[config.mk]
export PLATFORM = sky130hd
export DESIGN_NAME = ppdh_wrap_div
export DESIGN_NICKNAME = d
export VERILOG_FILES = /design/src/hw/rtl/ppdh_pkg.sv /design/src/hw/rtl/ppdh_wrap_div.sv
export SDC_FILE = /design/constraint.sdc
export NUM_CORES = 1
export LEC_CHECK = 0
export ABC_AREA = 1
export BUFFER_PORTS_ARGS = -buffer_cell sky130_fd_sc_hd__buf_2
export CAP_MARGIN = 10
export CORE_ASPECT_RATIO = 0.5
export CORE_MARGIN = 5
export CORE_UTILIZATION = 50
export DETAILED_ROUTE_END_ITERATION = 10
export PLACE_DENSITY = 0.79
export SLEW_MARGIN = 5
export SYNTH_ARGS = -nofsm -noshare
export SYNTH_HDL_FRONTEND = slang
export SYNTH_SLANG_ARGS = --single-unit
[constraint.sdc]
create_clock -name clock -period 3.5 [get_ports clock]
set_clock_uncertainty 0.1 [all_clocks]
set_input_delay 0.525 -clock clock [delete_from_list [all_inputs] [get_ports clock]]
set_output_delay 0.525 -clock clock [all_outputs]
set_load 0.1 [all_outputs]
[src/hw/rtl/ppdh_pkg.sv]
// ----------------------------------------------------------------------------
// ppdh_pkg
// shared constants, types and codes of the pair distance histogram
// ----------------------------------------------------------------------------
package ppdh_pkg;

   localparam int HIST_BINS_DEF   = 64;
   localparam int COORD_WIDTH_DEF = 32;
   localparam int COUNT_WIDTH_DEF = 32;

   // configuration register indexes
   localparam logic [2:0] REG_RANGE_MIN     = 3'd0;
   localparam logic [2:0] REG_RANGE_MAX     = 3'd1;
   localparam logic [2:0] REG_INV_BIN_WIDTH = 3'd2;
   localparam logic [2:0] REG_BINS_IN_USE   = 3'd3;
   localparam logic [2:0] REG_DUMP_INTERVAL = 3'd4;

   // register reset values
   localparam logic [30:0] RANGE_MIN_RST     = 31'd0;
   localparam logic [30:0] RANGE_MAX_RST     = 31'd1310720;
   localparam logic [31:0] INV_BIN_WIDTH_RST = 32'd209715;
   localparam logic [6:0]  BINS_IN_USE_RST   = 7'd64;
   localparam logic [15:0] DUMP_INTERVAL_RST = 16'd1;

   // input opcodes
   localparam logic OP_PAIR      = 1'b0;
   localparam logic OP_FRAME_END = 1'b1;

   typedef enum logic [4:0] {
      ST_IDLE,
      ST_PREP,
      ST_DIV,
      ST_WRAP,
      ST_SQ_X,
      ST_SQ_Y,
      ST_SQ_MAX,
      ST_SQ_MIN,
      ST_RANGE,
      ST_SQRT,
      ST_BIN_MUL,
      ST_BIN,
      ST_HIST_WR,
      ST_AREA_MUL,
      ST_AREA_ADD,
      ST_DUMP_RD,
      ST_DUMP_LD,
      ST_DUMP_OUT
   } ppdh_state_type;

   // control of the minimum image divider
   typedef struct packed {
      logic load;
      logic step;
   } ppdh_div_ctrl_type;

endpackage

[src/hw/rtl/ppdh_wrap_div.sv]
// ----------------------------------------------------------------------------
// ppdh_wrap_div
// minimum image wrap of one axis by a bit-serial restoring divider
// ----------------------------------------------------------------------------
module ppdh_wrap_div
   import ppdh_pkg::*;
#(
   parameter int COORD_WIDTH = COORD_WIDTH_DEF
)
(
   input  logic                   clock,
   input  ppdh_div_ctrl_type      ctrl,
   input  logic [COORD_WIDTH:0]   mag,
   input  logic [30:0]            box,
   output logic [30:0]            wrapped,
   output logic                   too_long
);
   localparam int MAG_W = COORD_WIDTH + 1;
   localparam int DIV_W = ((COORD_WIDTH + 2 > 32) ? COORD_WIDTH + 2 : 32) + 1;
   localparam int RES_W = (MAG_W > 32) ? MAG_W : 32;

   logic [DIV_W-1:0] dvd_ff;
   logic [31:0]      rem_ff;
   logic [MAG_W-1:0] mag_ff;
   logic [30:0]      box_ff;

   logic [32:0]      trial;
   logic [32:0]      two_box;
   logic [32:0]      diff;
   logic [32:0]      diff_abs;
   logic [RES_W-1:0] res;

   assign trial   = {rem_ff, dvd_ff[DIV_W-1]};
   assign two_box = {1'b0, box_ff, 1'b0};

   always_ff @(posedge clock) begin
      if (ctrl.load) begin
         // dividend 2|d| + box, divisor 2 box: remainder r gives |r - box| / 2
         dvd_ff <= DIV_W'({mag, 1'b0}) + DIV_W'(box);
         rem_ff <= '0;
         mag_ff <= mag;
         box_ff <= box;
      end else if (ctrl.step) begin
         dvd_ff <= {dvd_ff[DIV_W-2:0], 1'b0};
         rem_ff <= (trial >= two_box) ? 32'(trial - two_box) : trial[31:0];
      end
   end

   always_comb begin
      diff     = {1'b0, rem_ff} - {2'b00, box_ff};
      diff_abs = diff[32] ? (33'd0 - diff) : diff;
      if (box_ff == '0) begin
         res = RES_W'(mag_ff);   // zero box: axis not wrapped
      end else begin
         res = RES_W'(diff_abs[32:1]);
      end
   end

   assign wrapped  = res[30:0];
   assign too_long = |res[RES_W-1:31];

endmodule

# After elaboration in Yosys (flattened, before gate mapping)
# Index checks and enable logic that the tools add are counted.
# totals
regBits,131
out_inout_bits,32
wordCells,17
inputBits,67
# op_classes
n_addsub,4
muxes,5
order_cmp,1
reduce_logical,3
# ops
cell,n
two-way mux 35 bit,2
two-way mux 33 bit,2
adder 34 x 31 -> 35 bit,1
>= comparator 33 x 32 -> 1 bit,1
"subtractor 1 x 33 -> 33 bit, first input constant",1
subtractor 32 x 31 -> 33 bit,1
two-way mux 32 bit,1
subtractor 32 bit,1
logical NOT 31 bit,1
nonzero test 2 bit,1
OR reduction 2 bit,1

# Longest topological paths before layout
# Gate-level depths: netlist of the first run.
# logic_depth
ltp_word,5
mapped_depth,21
ltp_nobuf,21

# Worst setup path before layout of the first run
# OpenSTA, ideal clock, no wires.
# synth_path
path_type,register -> output
from,register box_ff[0]
to,output port wrapped[15]
required_time_ps,2875
n_path_buf,0
arrival_time_ps,4308
path_slack_ps,-1433
stages_incl_launch_ff,17
cell_sequence,edfxtp_1 > ha_1 > inv_1 > fa_1 > inv_1 > ha_1 > inv_1 > nor2_1 > nand3_1 > nor2_1 > nand2_2 > nor2_4 > nand3_2 > nor2_2 > nor2_1 > xor2_1 > o21ai_0
# synth_via
elab_chain_cells,4
elab_cells_between_ends,5
cone_classes,add/sub (2); mux (2); reduce/logical (1)
# synth_lines
element,line_no,rtl
"start, declared",ppdh_wrap_div.sv:25,logic [30:0] box_ff;
"start signal, assigned",ppdh_wrap_div.sv:42,box_ff <= box;
subtractor 32 x 31 -> 33 bit,ppdh_wrap_div.sv:50,"diff = {1'b0, rem_ff} - {2'b00, box_ff};"
subtractor 1 x 33 -> 33 bit,ppdh_wrap_div.sv:51,diff_abs = diff[32] ? (33'd0 - diff) : diff;
two-way mux 33 bit,ppdh_wrap_div.sv:51,
two-way mux 33 bit (*),ppdh_wrap_div.sv:52,if (box_ff == '0) begin
"end, declared",ppdh_wrap_div.sv:15,"output logic [30:0] wrapped,"
# Every way passes the cells marked *; elsewhere a longest branch is shown, timed or not.

# Final worst setup path of the first run
# layout_path
from,register box_ff[0]
to,output port wrapped[29]
# Same word-level chain as after synthesis.

==> metrics.md, run 1 <==
| Metric | Value |
|---|---|
| Via count | 11.7k |
| Inserted Clock Buffers | 17 |
| Net Sw Frac | 0.486 |
| Final period util | 1.17 |
| # IOs | 99 |
| WL final | 39100 um |
| Die width | 216 um |
| Syn avg cell area | 6.86 um^2 |
| Sequential power share | 0.221 |
| Finished Cell Area | 14200 um^2 |
| CP Capture Type | output port |
| Worst slew pin tran | 0.769 ns |
| Max-capacitance violation count | 0 |
| Site Rows | 37 |
| CP Data Arrival Time | 3.48 ns |
| Die ar. | 24400 um^2 |
| Clock power frac | 0.192 |
| Leak | 6.85 nW |
| Largest net degree at the start of global routing | 62 |
| FFs w/ async S/R, synth | 0 |
| Slew Limit Fails | 0 |
| Reg-to-reg startpoint | box_ff[18] |
| Clk_lat worst skew | 0.43 ns |
| PnR worst setup slack | -0.609 ns |
| Total GRT Usage | 0.292 |
| Clock tree from TritonCTS | done |
| Commonest cells after routing, fill and taps aside | 480 x nand2_1, 185 x inv_1, 99 x edfxtp_1 |
| RSZ-0062 raised after global routing | true |
| Main synth FF type | edfxtp_1 |
| Fmax | 0.243 GHz |
| EDFF count, synth | 99 |
| Flop-to-flop setup slack | 0.05 ns |
| Worst hold stages | 1 |
| CTS H-Tree Depth | 4 |
| Worst-path maximum fanout | 5 |
| Yosys cell types | 49 |
| P per Cell Area | 637 nW/um^2 |
| Seq/Total Area, Yosys | 0.340 |
| Fillers | 1461 |
| Root buffer cell | clkbuf_16 |
| Core area | 20700 um^2 |
| Clock sink count | 131 |
| Worst hold path type | input port to flop |
| Clock Tree Buf Depth | 2 |
| VDD IR-drop max | 0.530 mV |
| Detail-routed via count per cell | 5.81 |
| Placed cell areas | 12400 um^2 |
| Global route overflow | 0 |
| Clk slew on worst S/H paths | 0.06 ns |
| Routed len/inst | 19.5 um |
| Layout area overhead | 33.4% |
| Setup Viol. Count Final | 32 |
| Share of cells above drive strength 1 | 0.282 |
| Initial DRC count | 1761 |
| Status | complete, but fails checks |
| Most common cell after layout, fill and taps aside | nand2_1 |
| Min cycle time layout | 4.11 ns |
| Initial antenna violation count | 3 |
| Starting Density | 0.513 |
| Synthesized cell area | 10600 um^2 |
| CP required | 2.87 ns |
| Worst r2r dst | rem_ff[1] |
| Failing checks | setup timing |
| Count of input and output buffers | 98 |
| Setup Crit Path Kind | flop to output port |
| Final nets | 1850 |
| Synth warnings | 0 |
| Vias in the first global route | 10.5k |
| Min-delay src | mag[14] |
| First-pass GRT wire length | 56500 um |
| Pint | 4.64 mW |
| Gate Count Post-Synth | 1549 |
| Antenna violation net count after detailed routing | 0 |
| Final Power | 9.02 mW |
| Post-synthesis net count | 1681 |
| Post-layout util | 0.685 |
| DRT Pass-1 Iters | 7 |
| Detailed Place HPWL | 26200 um |
| Die Ht | 113 um |
| Pre-CTS setup slack | -0.0762 ns |
| Setup crit start kind | flop |
| GPL Wtd Cong | 1.01 |
| Final Hold Viols | 0 |
| Max-slew headroom | 0.488 |
| Hold EP | mag_ff[14] |
| Net Switching | 4.38 mW |
| Synth Register Bits | 131 |
| Power share of the combinational group | 0.587 |
| FF-to-FF path depth | 18 |
| DRC | 0 |
==> per-layer routing <==
metal / wire [um] / up-vias / global-route usage
li1: - / 5357 / -
met1: 15500 / 5302 / 0.408
met2: 16700 / 806 / 0.440
met3: 4890 / 186 / 0.0690
met4: 2050 / 0 / 0.118
met5: 0 / - / 0
==> power groups by stage <==
stage               clock [mW]  combinational [mW]  sequential, mW
floorplan                    0                3.03            1.96
global placement             0                4.51            1.99
detailed placement           0                4.54            2.00
CTS                       1.71                4.90            1.98
global route              1.81                5.51            2.00
finish                    1.73                5.29            1.99
==> area by class of cell <==
cell class	count	area (um^2)	share of cell area
diodes	3	7.51	0.000530
multi-input cells	1165	7150	0.505
clock buffers	17	425	0.0300
well taps	273	342	0.0241
repair buffers	180	1660	0.117
inverters	223	843	0.0595
clock inverters	15	130	0.00918
flip-flops and latches	131	3610	0.255
==> synth_stat cells, types with 3 or more instances <==
library cell,n,share of area
o21ai_0,73,0.034
buf_2,8,0.0038
edfxtp_1,99,0.28
nand3_2,8,0.0075
nor3_1,9,0.0042
clkinv_1,3,0.0011
inv_2,16,0.0057
ha_1,63,0.074
nor2_4,3,0.0032
a21oi_1,77,0.036
nor2_2,8,0.0047
dfxtp_1,32,0.060
o21bai_1,5,0.0035
nor2_1,104,0.037
nand2_2,26,0.015
o211ai_1,7,0.0049
or2_2,3,0.0018
inv_1,204,0.072
clkbuf_1,18,0.0064
nand3_1,100,0.047
a21o_1,5,0.0035
buf_6,3,0.0032
xnor2_1,17,0.014
nor3_2,3,0.0028
nand2_1,552,0.20
nor4_1,9,0.0053
nand4_1,13,0.0077
xor2_1,23,0.019
o21ai_1,16,0.0075
a31oi_1,10,0.0059
a21oi_2,5,0.0041
nand3b_1,4,0.0028
==> metrics by stage <==
step / cells / TNS [ns] / hold slack, ns
finish: 2007 / -14.49 / 0.188
global route: 2007 / -16.66 / 0.182
CTS: 1993 / -8.79 / 0.179
detailed placement: 1942 / -0.165 / 0.363
global placement: 1942 / 0 / 0.359
floorplan: 1549 / -0.151 / 0.346
==> critical path: stages, from the launching register on <==
cell	delay (ns)
edfxtp_1	0.37
ha_2	0.19
inv_2	0.04
fa_2	0.40
nand2_2	0.11
nand3_2	0.08
nand3_2	0.11
nand2_4	0.09
nand2_4	0.10
nand2_4	0.09
nand2_1	0.16
nand2_1	0.15
nor2_1	0.16
nand2_1	0.11
nor2_4	0.16
nand3_2	0.11
nand2_2	0.13
nand2_1	0.07
nand2_1	0.06
nand3_1	0.09
nand2_2	0.10
buf_12	0.17
==> how the worst max path moves through the flow <==
| stage | startpoint | to | slack (ns) | cells past startpoint |
|---|---|---|---|---|
| finish | box_ff[0] | wrapped[29] | -0.61 | 21 |
| floorplan | box_ff[0] | wrapped[15] | -0.15 | 16 |
| global route | rem_ff[0] | wrapped[27] | -0.70 | 22 |
| CTS | box_ff[0] | wrapped[15] | -0.38 | 18 |
| detailed placement | rem_ff[0] | wrapped[25] | -0.08 | 21 |
| global placement | box_ff[0] | wrapped[23] | 0.01 | 21 |
==> cells by family (layout without fill, tap and decap cells) <==
kind of cell | after synthesis | count (layout) | synth area share
simple gates | 850 | 850 | 0.344
buf+inv | 253 | 435 | 0.0940
compound gates | 209 | 209 | 0.109
flops | 131 | 131 | 0.340
fa+ha+maj | 65 | 65 | 0.0780
xor+xnor | 41 | 41 | 0.0345
other cells | 0 | 3 | 0
==> state kept, by name, summed over array words and instances, names as in the netlist <==
name	cells
dvd_ff	35
mag_ff	33
rem_ff	32
box_ff	31
==> timing repair <==
item                       CTS  global route
setup endpoints to repair   31            31
pin swaps                   44            44
gates resized for setup    146            93
hold buffers                 0             0
setup buffers               18            11
gates cloned                 1             0
Note: power is estimated with default switching activity, not from simulation.
==> inputs of run 2 (changes only) <==
==> constraint.sdc (replaced) <==
create_clock -name clock -period 4.9 [get_ports clock]
set_clock_uncertainty 0.1 [all_clocks]
set_input_delay 0.735 -clock clock [delete_from_list [all_inputs] [get_ports clock]]
set_output_delay 0.735 -clock clock [all_outputs]
set_load 0.1 [all_outputs]
==> run 2 against run 1 <==
Effect of this change: the flow now finishes without violations; sequential share of layout area rose by 4.7 points; clock-buffer cell count increased by 2; power shrank 42%; register-to-register slack improved by 1.2 ns; cell area is 16% lower; die area did not move; largest power group unchanged; largest cell class unchanged.
==> metrics.md, run 2 (synthesis gave the netlist of run 1 again) <==
| Metric | Value |
|---|---|
| Status | finished clean |
| Final Hold Viols | 0 (unchanged) |
| Setup crit start kind | flop |
| Clock tree from TritonCTS | done |
| Routed len/inst | 16.8 um (-14%) |
| CP required | 4.07 ns (+1.20 ns) |
| Detail-routed via count per cell | 5.42 (-6.6%) |
| Max FFs per register | 35 (unchanged) |
| Die ar. | 24400 um^2 (unchanged) |
| Min cycle time layout | 4.57 ns |
| CP Data Arrival Time | 3.73 ns (+0.25 ns) |
| VDD IR-drop max | 0.575 mV (+8.6%) |
| RSZ-0062 raised after global routing | false |
| CTS H-Tree Depth | 4 (unchanged) |
| Clk slew on worst S/H paths | 0.06 ns (about the same) |
| Share of cells above drive strength 1 | 0.132 (-0.150) |
| Clock sink count | 131 (unchanged) |
| Worst-path maximum fanout | 5 (unchanged) |
| Dpl cells | 1896 (-2.4%) |
| Peak per-stage delay on the critical path | 0.46 ns (+0.06 ns) |
| Detailed Place HPWL | 25500 um (-2.7%) |
| Commonest cells after routing, fill and taps aside | 552 x nand2_1, 204 x inv_1, 102 x nor2_1 |
| Max-capacitance violation count | 0 (unchanged) |
| P per Cell Area | 441 nW/um^2 (-31%) |
| Vias in the first global route | 9527 (-9.5%) |
| TNS Setup | 0 ns (+14.49 ns) |
| Crit path max-delay cell type | fa_1 |
| Largest regs | dvd_ff (35), mag_ff (33), rem_ff (32) |
| GPL Wtd Cong | 0.992 (-1.8%) |
| Most common cell after layout, fill and taps aside | nand2_1 |
| Setup Viol. Count Final | 0 (-100%) |
| CP Capture Type | output port |
| Worst hold path type | flop to flop |
| Initial antenna violation count | 3 (unchanged) |
| Fmax | 0.219 GHz |
| Leak | 6.16 nW (-10%) |
| DRC | 0 (unchanged) |
| WL final | 32500 um (-17%) |
| Global route overflow | 0 (unchanged) |
| Root buffer cell | clkbuf_16 |
| Worst-path cell chain | ha_1 -> inv_1 -> fa_1 -> inv_1 -> ha_1 -> inv_1 -> nor2_1 -> nand3_1 -> nor2_1 -> nand2_2 -> nor2_4 -> nand3_2 -> nor2_2 -> nand3_1 -> nand2_2 -> nand2_1 -> nand2_1 -> nand3_1 -> nand2_1 -> buf_2 |
| CTS Hold Bufs | 0 (unchanged) |
| Clk_lat worst skew | 0.43 ns (about the same) |
| Site Rows | 37 (unchanged) |
| Setup Crit Path Kind | flop to output port |
| Starting Density | 0.513 (unchanged) |
| Initial DRC count | 1185 (-33%) |
| Count of input and output buffers | 98 (unchanged) |
| Biggest register | dvd_ff |
| Die Ht | 113 um (unchanged) |
| Antenna violation net count after detailed routing | 0 (unchanged) |
| Inserted Clock Buffers | 17 (unchanged) |
| DRT Pass-1 Iters | 6 (-1) |
| Clock Tree Buf Depth | 2 (unchanged) |
| # IOs | 99 (unchanged) |
| Fin cells | 1934 (-3.6%) |
| Die width | 216 um (unchanged) |
| Slew Limit Fails | 0 (unchanged) |
| Worst slew pin tran | 1.02 ns (+0.248 ns) |
| Layout area overhead | 12.7% |
| Max-slew headroom | 0.320 (-0.168) |
| Fillers | 1953 (+34%) |
| Final period util | 0.932 |
| Via count | 10.5k (-10%) |
| First-pass GRT wire length | 51300 um (-9.1%) |
| Core area | 20700 um^2 (unchanged) |
| Largest net degree at the start of global routing | 59 (-4.8%) |
| Total GRT Usage | 0.265 (-0.0272) |
| Final nets | 1777 (-3.9%) |
[run 2: cell types whose count changed in the layout (fill, tap and decap cells not counted), moves of 24 or more]
cell	delta
nand2_1	+72
buf_4	-66
nand2_2	-55
buf_12	-33
buf_2	+30
ha_1	+24
[run 2: per-layer routing]
layer	global-route usage	vias to the layer above	share of wire
li1	-	5219	-
met1	0.397	4798	0.47
met2	0.395	436	0.42
met3	0.0516	38	0.090
met4	0.0652	0	0.017
met5	0	-	0
[run 2: layout make-up]
type / count / area (um^2) / share of cell area
Antenna cell: 3 / 7.51 / 0.000627
Clock buffer: 19 / 433 / 0.0362
Clock inverter: 13 / 125 / 0.0105
Inverter: 223 / 837 / 0.0699
Multi-Input combinational cell: 1165 / 6010 / 0.502
Sequential cell: 131 / 3610 / 0.302
Tap cell: 273 / 342 / 0.0285
Timing Repair Buffer: 107 / 598 / 0.0500
[run 2: path summary, 6_finish.rpt]
kind,startpoint,slack (ns),cells past startpoint,end
worst max-delay path,box_ff[0],0.33,20,wrapped[29]
worst min-delay path,rem_ff[24],0.37,2,rem_ff[24]
worst max register to register,box_ff[0],1.23,17,rem_ff[12]
worst min register to register,rem_ff[24],0.37,2,rem_ff[24]
[run 2: repair_timing]
| item | in CTS | in global routing |
|---|---|---|
| endpoints found under the setup margin | 0 | 13 |
| resized for setup | 0 | 2 |
| buffers inserted | 0 | 2 |
| hold endpoints to repair | 0 | 0 |
[run 2: critical path, delay by kind of cell, from the launching register on]
family / cells / cell delay [ns]
adders and majority gates: 3 / 0.83
buffers and inverters: 4 / 0.65
DFF: 1 / 0.44
and+or+nand+nor: 13 / 1.38
[run 2: per-stage QoR]
step / hold WS (ns) / total power, mW / cell area (um^2) / utilization / worst slack (ns)
floorplan: 0.346 / 3.46 / 10600 / - / 0.498
global placement: 0.360 / 3.97 / 11300 / 0.548 / 0.721
detailed placement: 0.364 / 3.98 / 11300 / 0.548 / 0.678
CTS: 0.377 / 5.23 / 11900 / 0.575 / 0.167
global route: 0.382 / 5.54 / 12000 / 0.578 / 0.0420
finish: 0.374 / 5.27 / 12000 / 0.578 / 0.332
[run 2: power breakdown]
part	switching [mW]	total [mW]	leakage (nW)	internal, mW
registers	0.0716	1.41	1.25	1.34
clock network	0.538	1.24	0.265	0.706
logic	2.05	2.62	4.64	0.570
total	2.66	5.27	6.16	2.61
==> inputs of run 3 (changes only) <==
--- a/config.mk
+++ b/config.mk
@@ -8,11 +8,13 @@
 export ABC_AREA = 1
 export BUFFER_PORTS_ARGS = -buffer_cell sky130_fd_sc_hd__buf_2
 export CAP_MARGIN = 10
+export CELL_PAD_IN_SITES_DETAIL_PLACEMENT = 0
+export CELL_PAD_IN_SITES_GLOBAL_PLACEMENT = 2
 export CORE_ASPECT_RATIO = 0.5
 export CORE_MARGIN = 5
-export CORE_UTILIZATION = 50
+export CORE_UTILIZATION = 37
 export DETAILED_ROUTE_END_ITERATION = 10
-export PLACE_DENSITY = 0.79
+export PLACE_DENSITY = 0.95
 export SLEW_MARGIN = 5
 export SYNTH_ARGS = -nofsm -noshare
 export SYNTH_HDL_FRONTEND = slang
==> run 3 against run 2 <==
Effect of this change: clock-buffer cell count fell by 1; register-to-register slack got worse by 0.42 ns; routed wire length rose by 15%; combinational power rose by 4%; maximum frequency fell by 2.6%; global-route usage fell by 3.7 points; critical path type unchanged.
==> metrics.md, run 3 (synthesis gave the netlist of run 1 again) <==
| Metric | Value |
|---|---|
| # IOs | 99 (unchanged) |
| Detail-routed via count per cell | 5.10 (-6.0%) |
| Die ar. | 32400 um^2 (+33%) |
| Largest net degree at the start of global routing | 77 (+31%) |
| CTS H-Tree Depth | 4 (unchanged) |
| Die Ht | 130 um (+15%) |
| Routed len/inst | 18.2 um (+8.5%) |
| CP required | 4.07 ns (about the same) |
| Global route overflow | 0 (unchanged) |
| Site Rows | 43 (+16%) |
| Post-layout util | 0.435 (-0.143) |
| Count of input and output buffers | 98 (unchanged) |
| CP Capture Type | output port |
| Worst slew pin tran | 1.11 ns (+0.0962 ns) |
| Max-capacitance violation count | 0 (unchanged) |
| VDD IR-drop max | 0.424 mV (-26%) |
| Min cycle time layout | 4.69 ns (+0.124 ns) |
| Final nets | 1782 (+0.28%) |
| Total GRT Usage | 0.228 (-0.0372) |
| Max-slew headroom | 0.255 (-0.0644) |
| Setup crit start kind | flop |
| DRT Pass-1 Iters | 5 (-1) |
| TNS Setup | 0 ns (unchanged) |
| Clock Tree Buf Depth | 2 (unchanged) |
| Clock sink count | 131 (unchanged) |
| Status | finished clean |
| Flop-to-flop setup slack | 0.81 ns (-0.42 ns) |
| Antenna violation net count after detailed routing | 0 (unchanged) |
| Initial antenna violation count | 1 (-2) |
| Final Hold Viols | 0 (unchanged) |
| Max FFs per register | 35 (unchanged) |
| Fmax | 0.213 GHz (-2.6%) |
| Leak | 6.18 nW (+0.42%) |
| Clk slew on worst S/H paths | 0.06 ns (about the same) |
| Worst hold slack | 0.373 ns (-0.00136 ns) |
| Starting Density | 0.380 (-0.134) |
| CP Data Arrival Time | 3.86 ns (+0.13 ns) |
| WL final | 37200 um (+15%) |
| Share of cells above drive strength 1 | 0.135 (+0.00269) |
| Die width | 250 um (+15%) |
| Commonest cells after routing, fill and taps aside | 552 x nand2_1, 204 x inv_1, 101 x nor2_1 |
| P per Cell Area | 444 nW/um^2 (+0.76%) |
| DRC | 0 (unchanged) |
| Final period util | 0.957 (+0.0252) |
| Via count | 10.4k (-0.58%) |
| RSZ-0062 raised after global routing | false |
| Detailed Place HPWL | 30500 um (+20%) |
| Largest regs | dvd_ff (35), mag_ff (33), rem_ff (32) |
| Worst hold path type | flop to flop |
| Clock tree from TritonCTS | done |
| CTS Hold Bufs | 0 (unchanged) |
| Core area | 28000 um^2 (+35%) |
| First-pass GRT wire length | 56600 um (+10%) |
| Setup Viol. Count Final | 0 (unchanged) |
| Root buffer cell | clkbuf_16 |
| Vias in the first global route | 9865 (+3.5%) |
| Setup Crit Path Kind | flop to output port |
| Inserted Clock Buffers | 17 (unchanged) |
| GPL Wtd Cong | 0.936 (-5.7%) |
| Layout area overhead | 14.6% |
| Most common cell after layout, fill and taps aside | nand2_1 |
| Worst-path maximum fanout | 14 (+9) |
| Biggest register | dvd_ff |
| Slew Limit Fails | 0 (unchanged) |
| Initial DRC count | 1109 (-6.4%) |
| Clk_lat worst skew | 0.45 ns (+0.02 ns) |
[run 3: cell count changes in the layout (fill, tap and decap cells not counted), moves of 2 or more]
cell      delta
buf_6        +2
inv_6        -2
clkbuf_4     +8
buf_2       -17
buf_4       +14
diode_2      -2
[run 3: area by class of cell]
type / count / area (um^2)
well taps: 382 / 478
flip-flops and latches: 131 / 3610
clock buffers: 18 / 429
inverters: 223 / 837
clock inverters: 13 / 135
repair buffers: 112 / 653
fillers: 3011 / 15800
diodes: 1 / 2.50
multi-input cells: 1165 / 6020
[run 3: where the power goes]
group / switching (mW) / internal, mW
combinational: 2.11 / 0.617
clock: 0.514 / 0.744
sequential: 0.0752 / 1.34
total: 2.70 / 2.70
[run 3: repair_timing]
| item | 4_1_cts | 5_1_grt |
|---|---|---|
| pin swaps | 0 | 1 |
| hold endpoints to repair | 0 | 0 |
| setup buffers | 0 | 5 |
| setup endpoints to repair | 7 | 30 |
| resized for setup | 7 | 17 |
[run 3: path summary, 6_finish.rpt]
path / from / end / cells after the start
worst max-delay path: box_ff[0] / wrapped[5] / 17
worst min-delay path: rem_ff[6] / rem_ff[6] / 2
worst max register to register: box_ff[0] / rem_ff[12] / 17
worst min register to register: rem_ff[6] / rem_ff[6] / 2
[run 3: worst max-delay path, stage by stage, from the launching register on]
cell and delay, ns:
edfxtp_1 0.47, ha_1 0.19, inv_1 0.05, fa_1 0.44, nand2_1 0.13, nand3_1 0.11
nand3_2 0.11, nand2_2 0.12, nand2_2 0.11, nand2_2 0.11, nand3_2 0.10, nand2_2 0.08
a21oi_4 0.28, buf_4 0.27, nand2_1 0.09, xor2_1 0.19, o21ai_1 0.13, buf_2 0.44
[run 3: through the flow]
stage	area [um^2]	instances	setup WS, ns	power [mW]
floorplan	10600	1549	0.498	3.46
global placement	11500	2008	0.416	4.07
detailed placement	11500	2008	0.428	4.07
CTS	12100	2039	0.00736	5.36
global route	12200	2045	0.0118	5.66
finish	12200	2045	0.209	5.40
[run 3: per-layer routing]
layer	wire, um	global-route usage
met5	0	0
met4	572	0.0577
met3	2820	0.0420
met2	15100	0.337
met1	18800	0.344
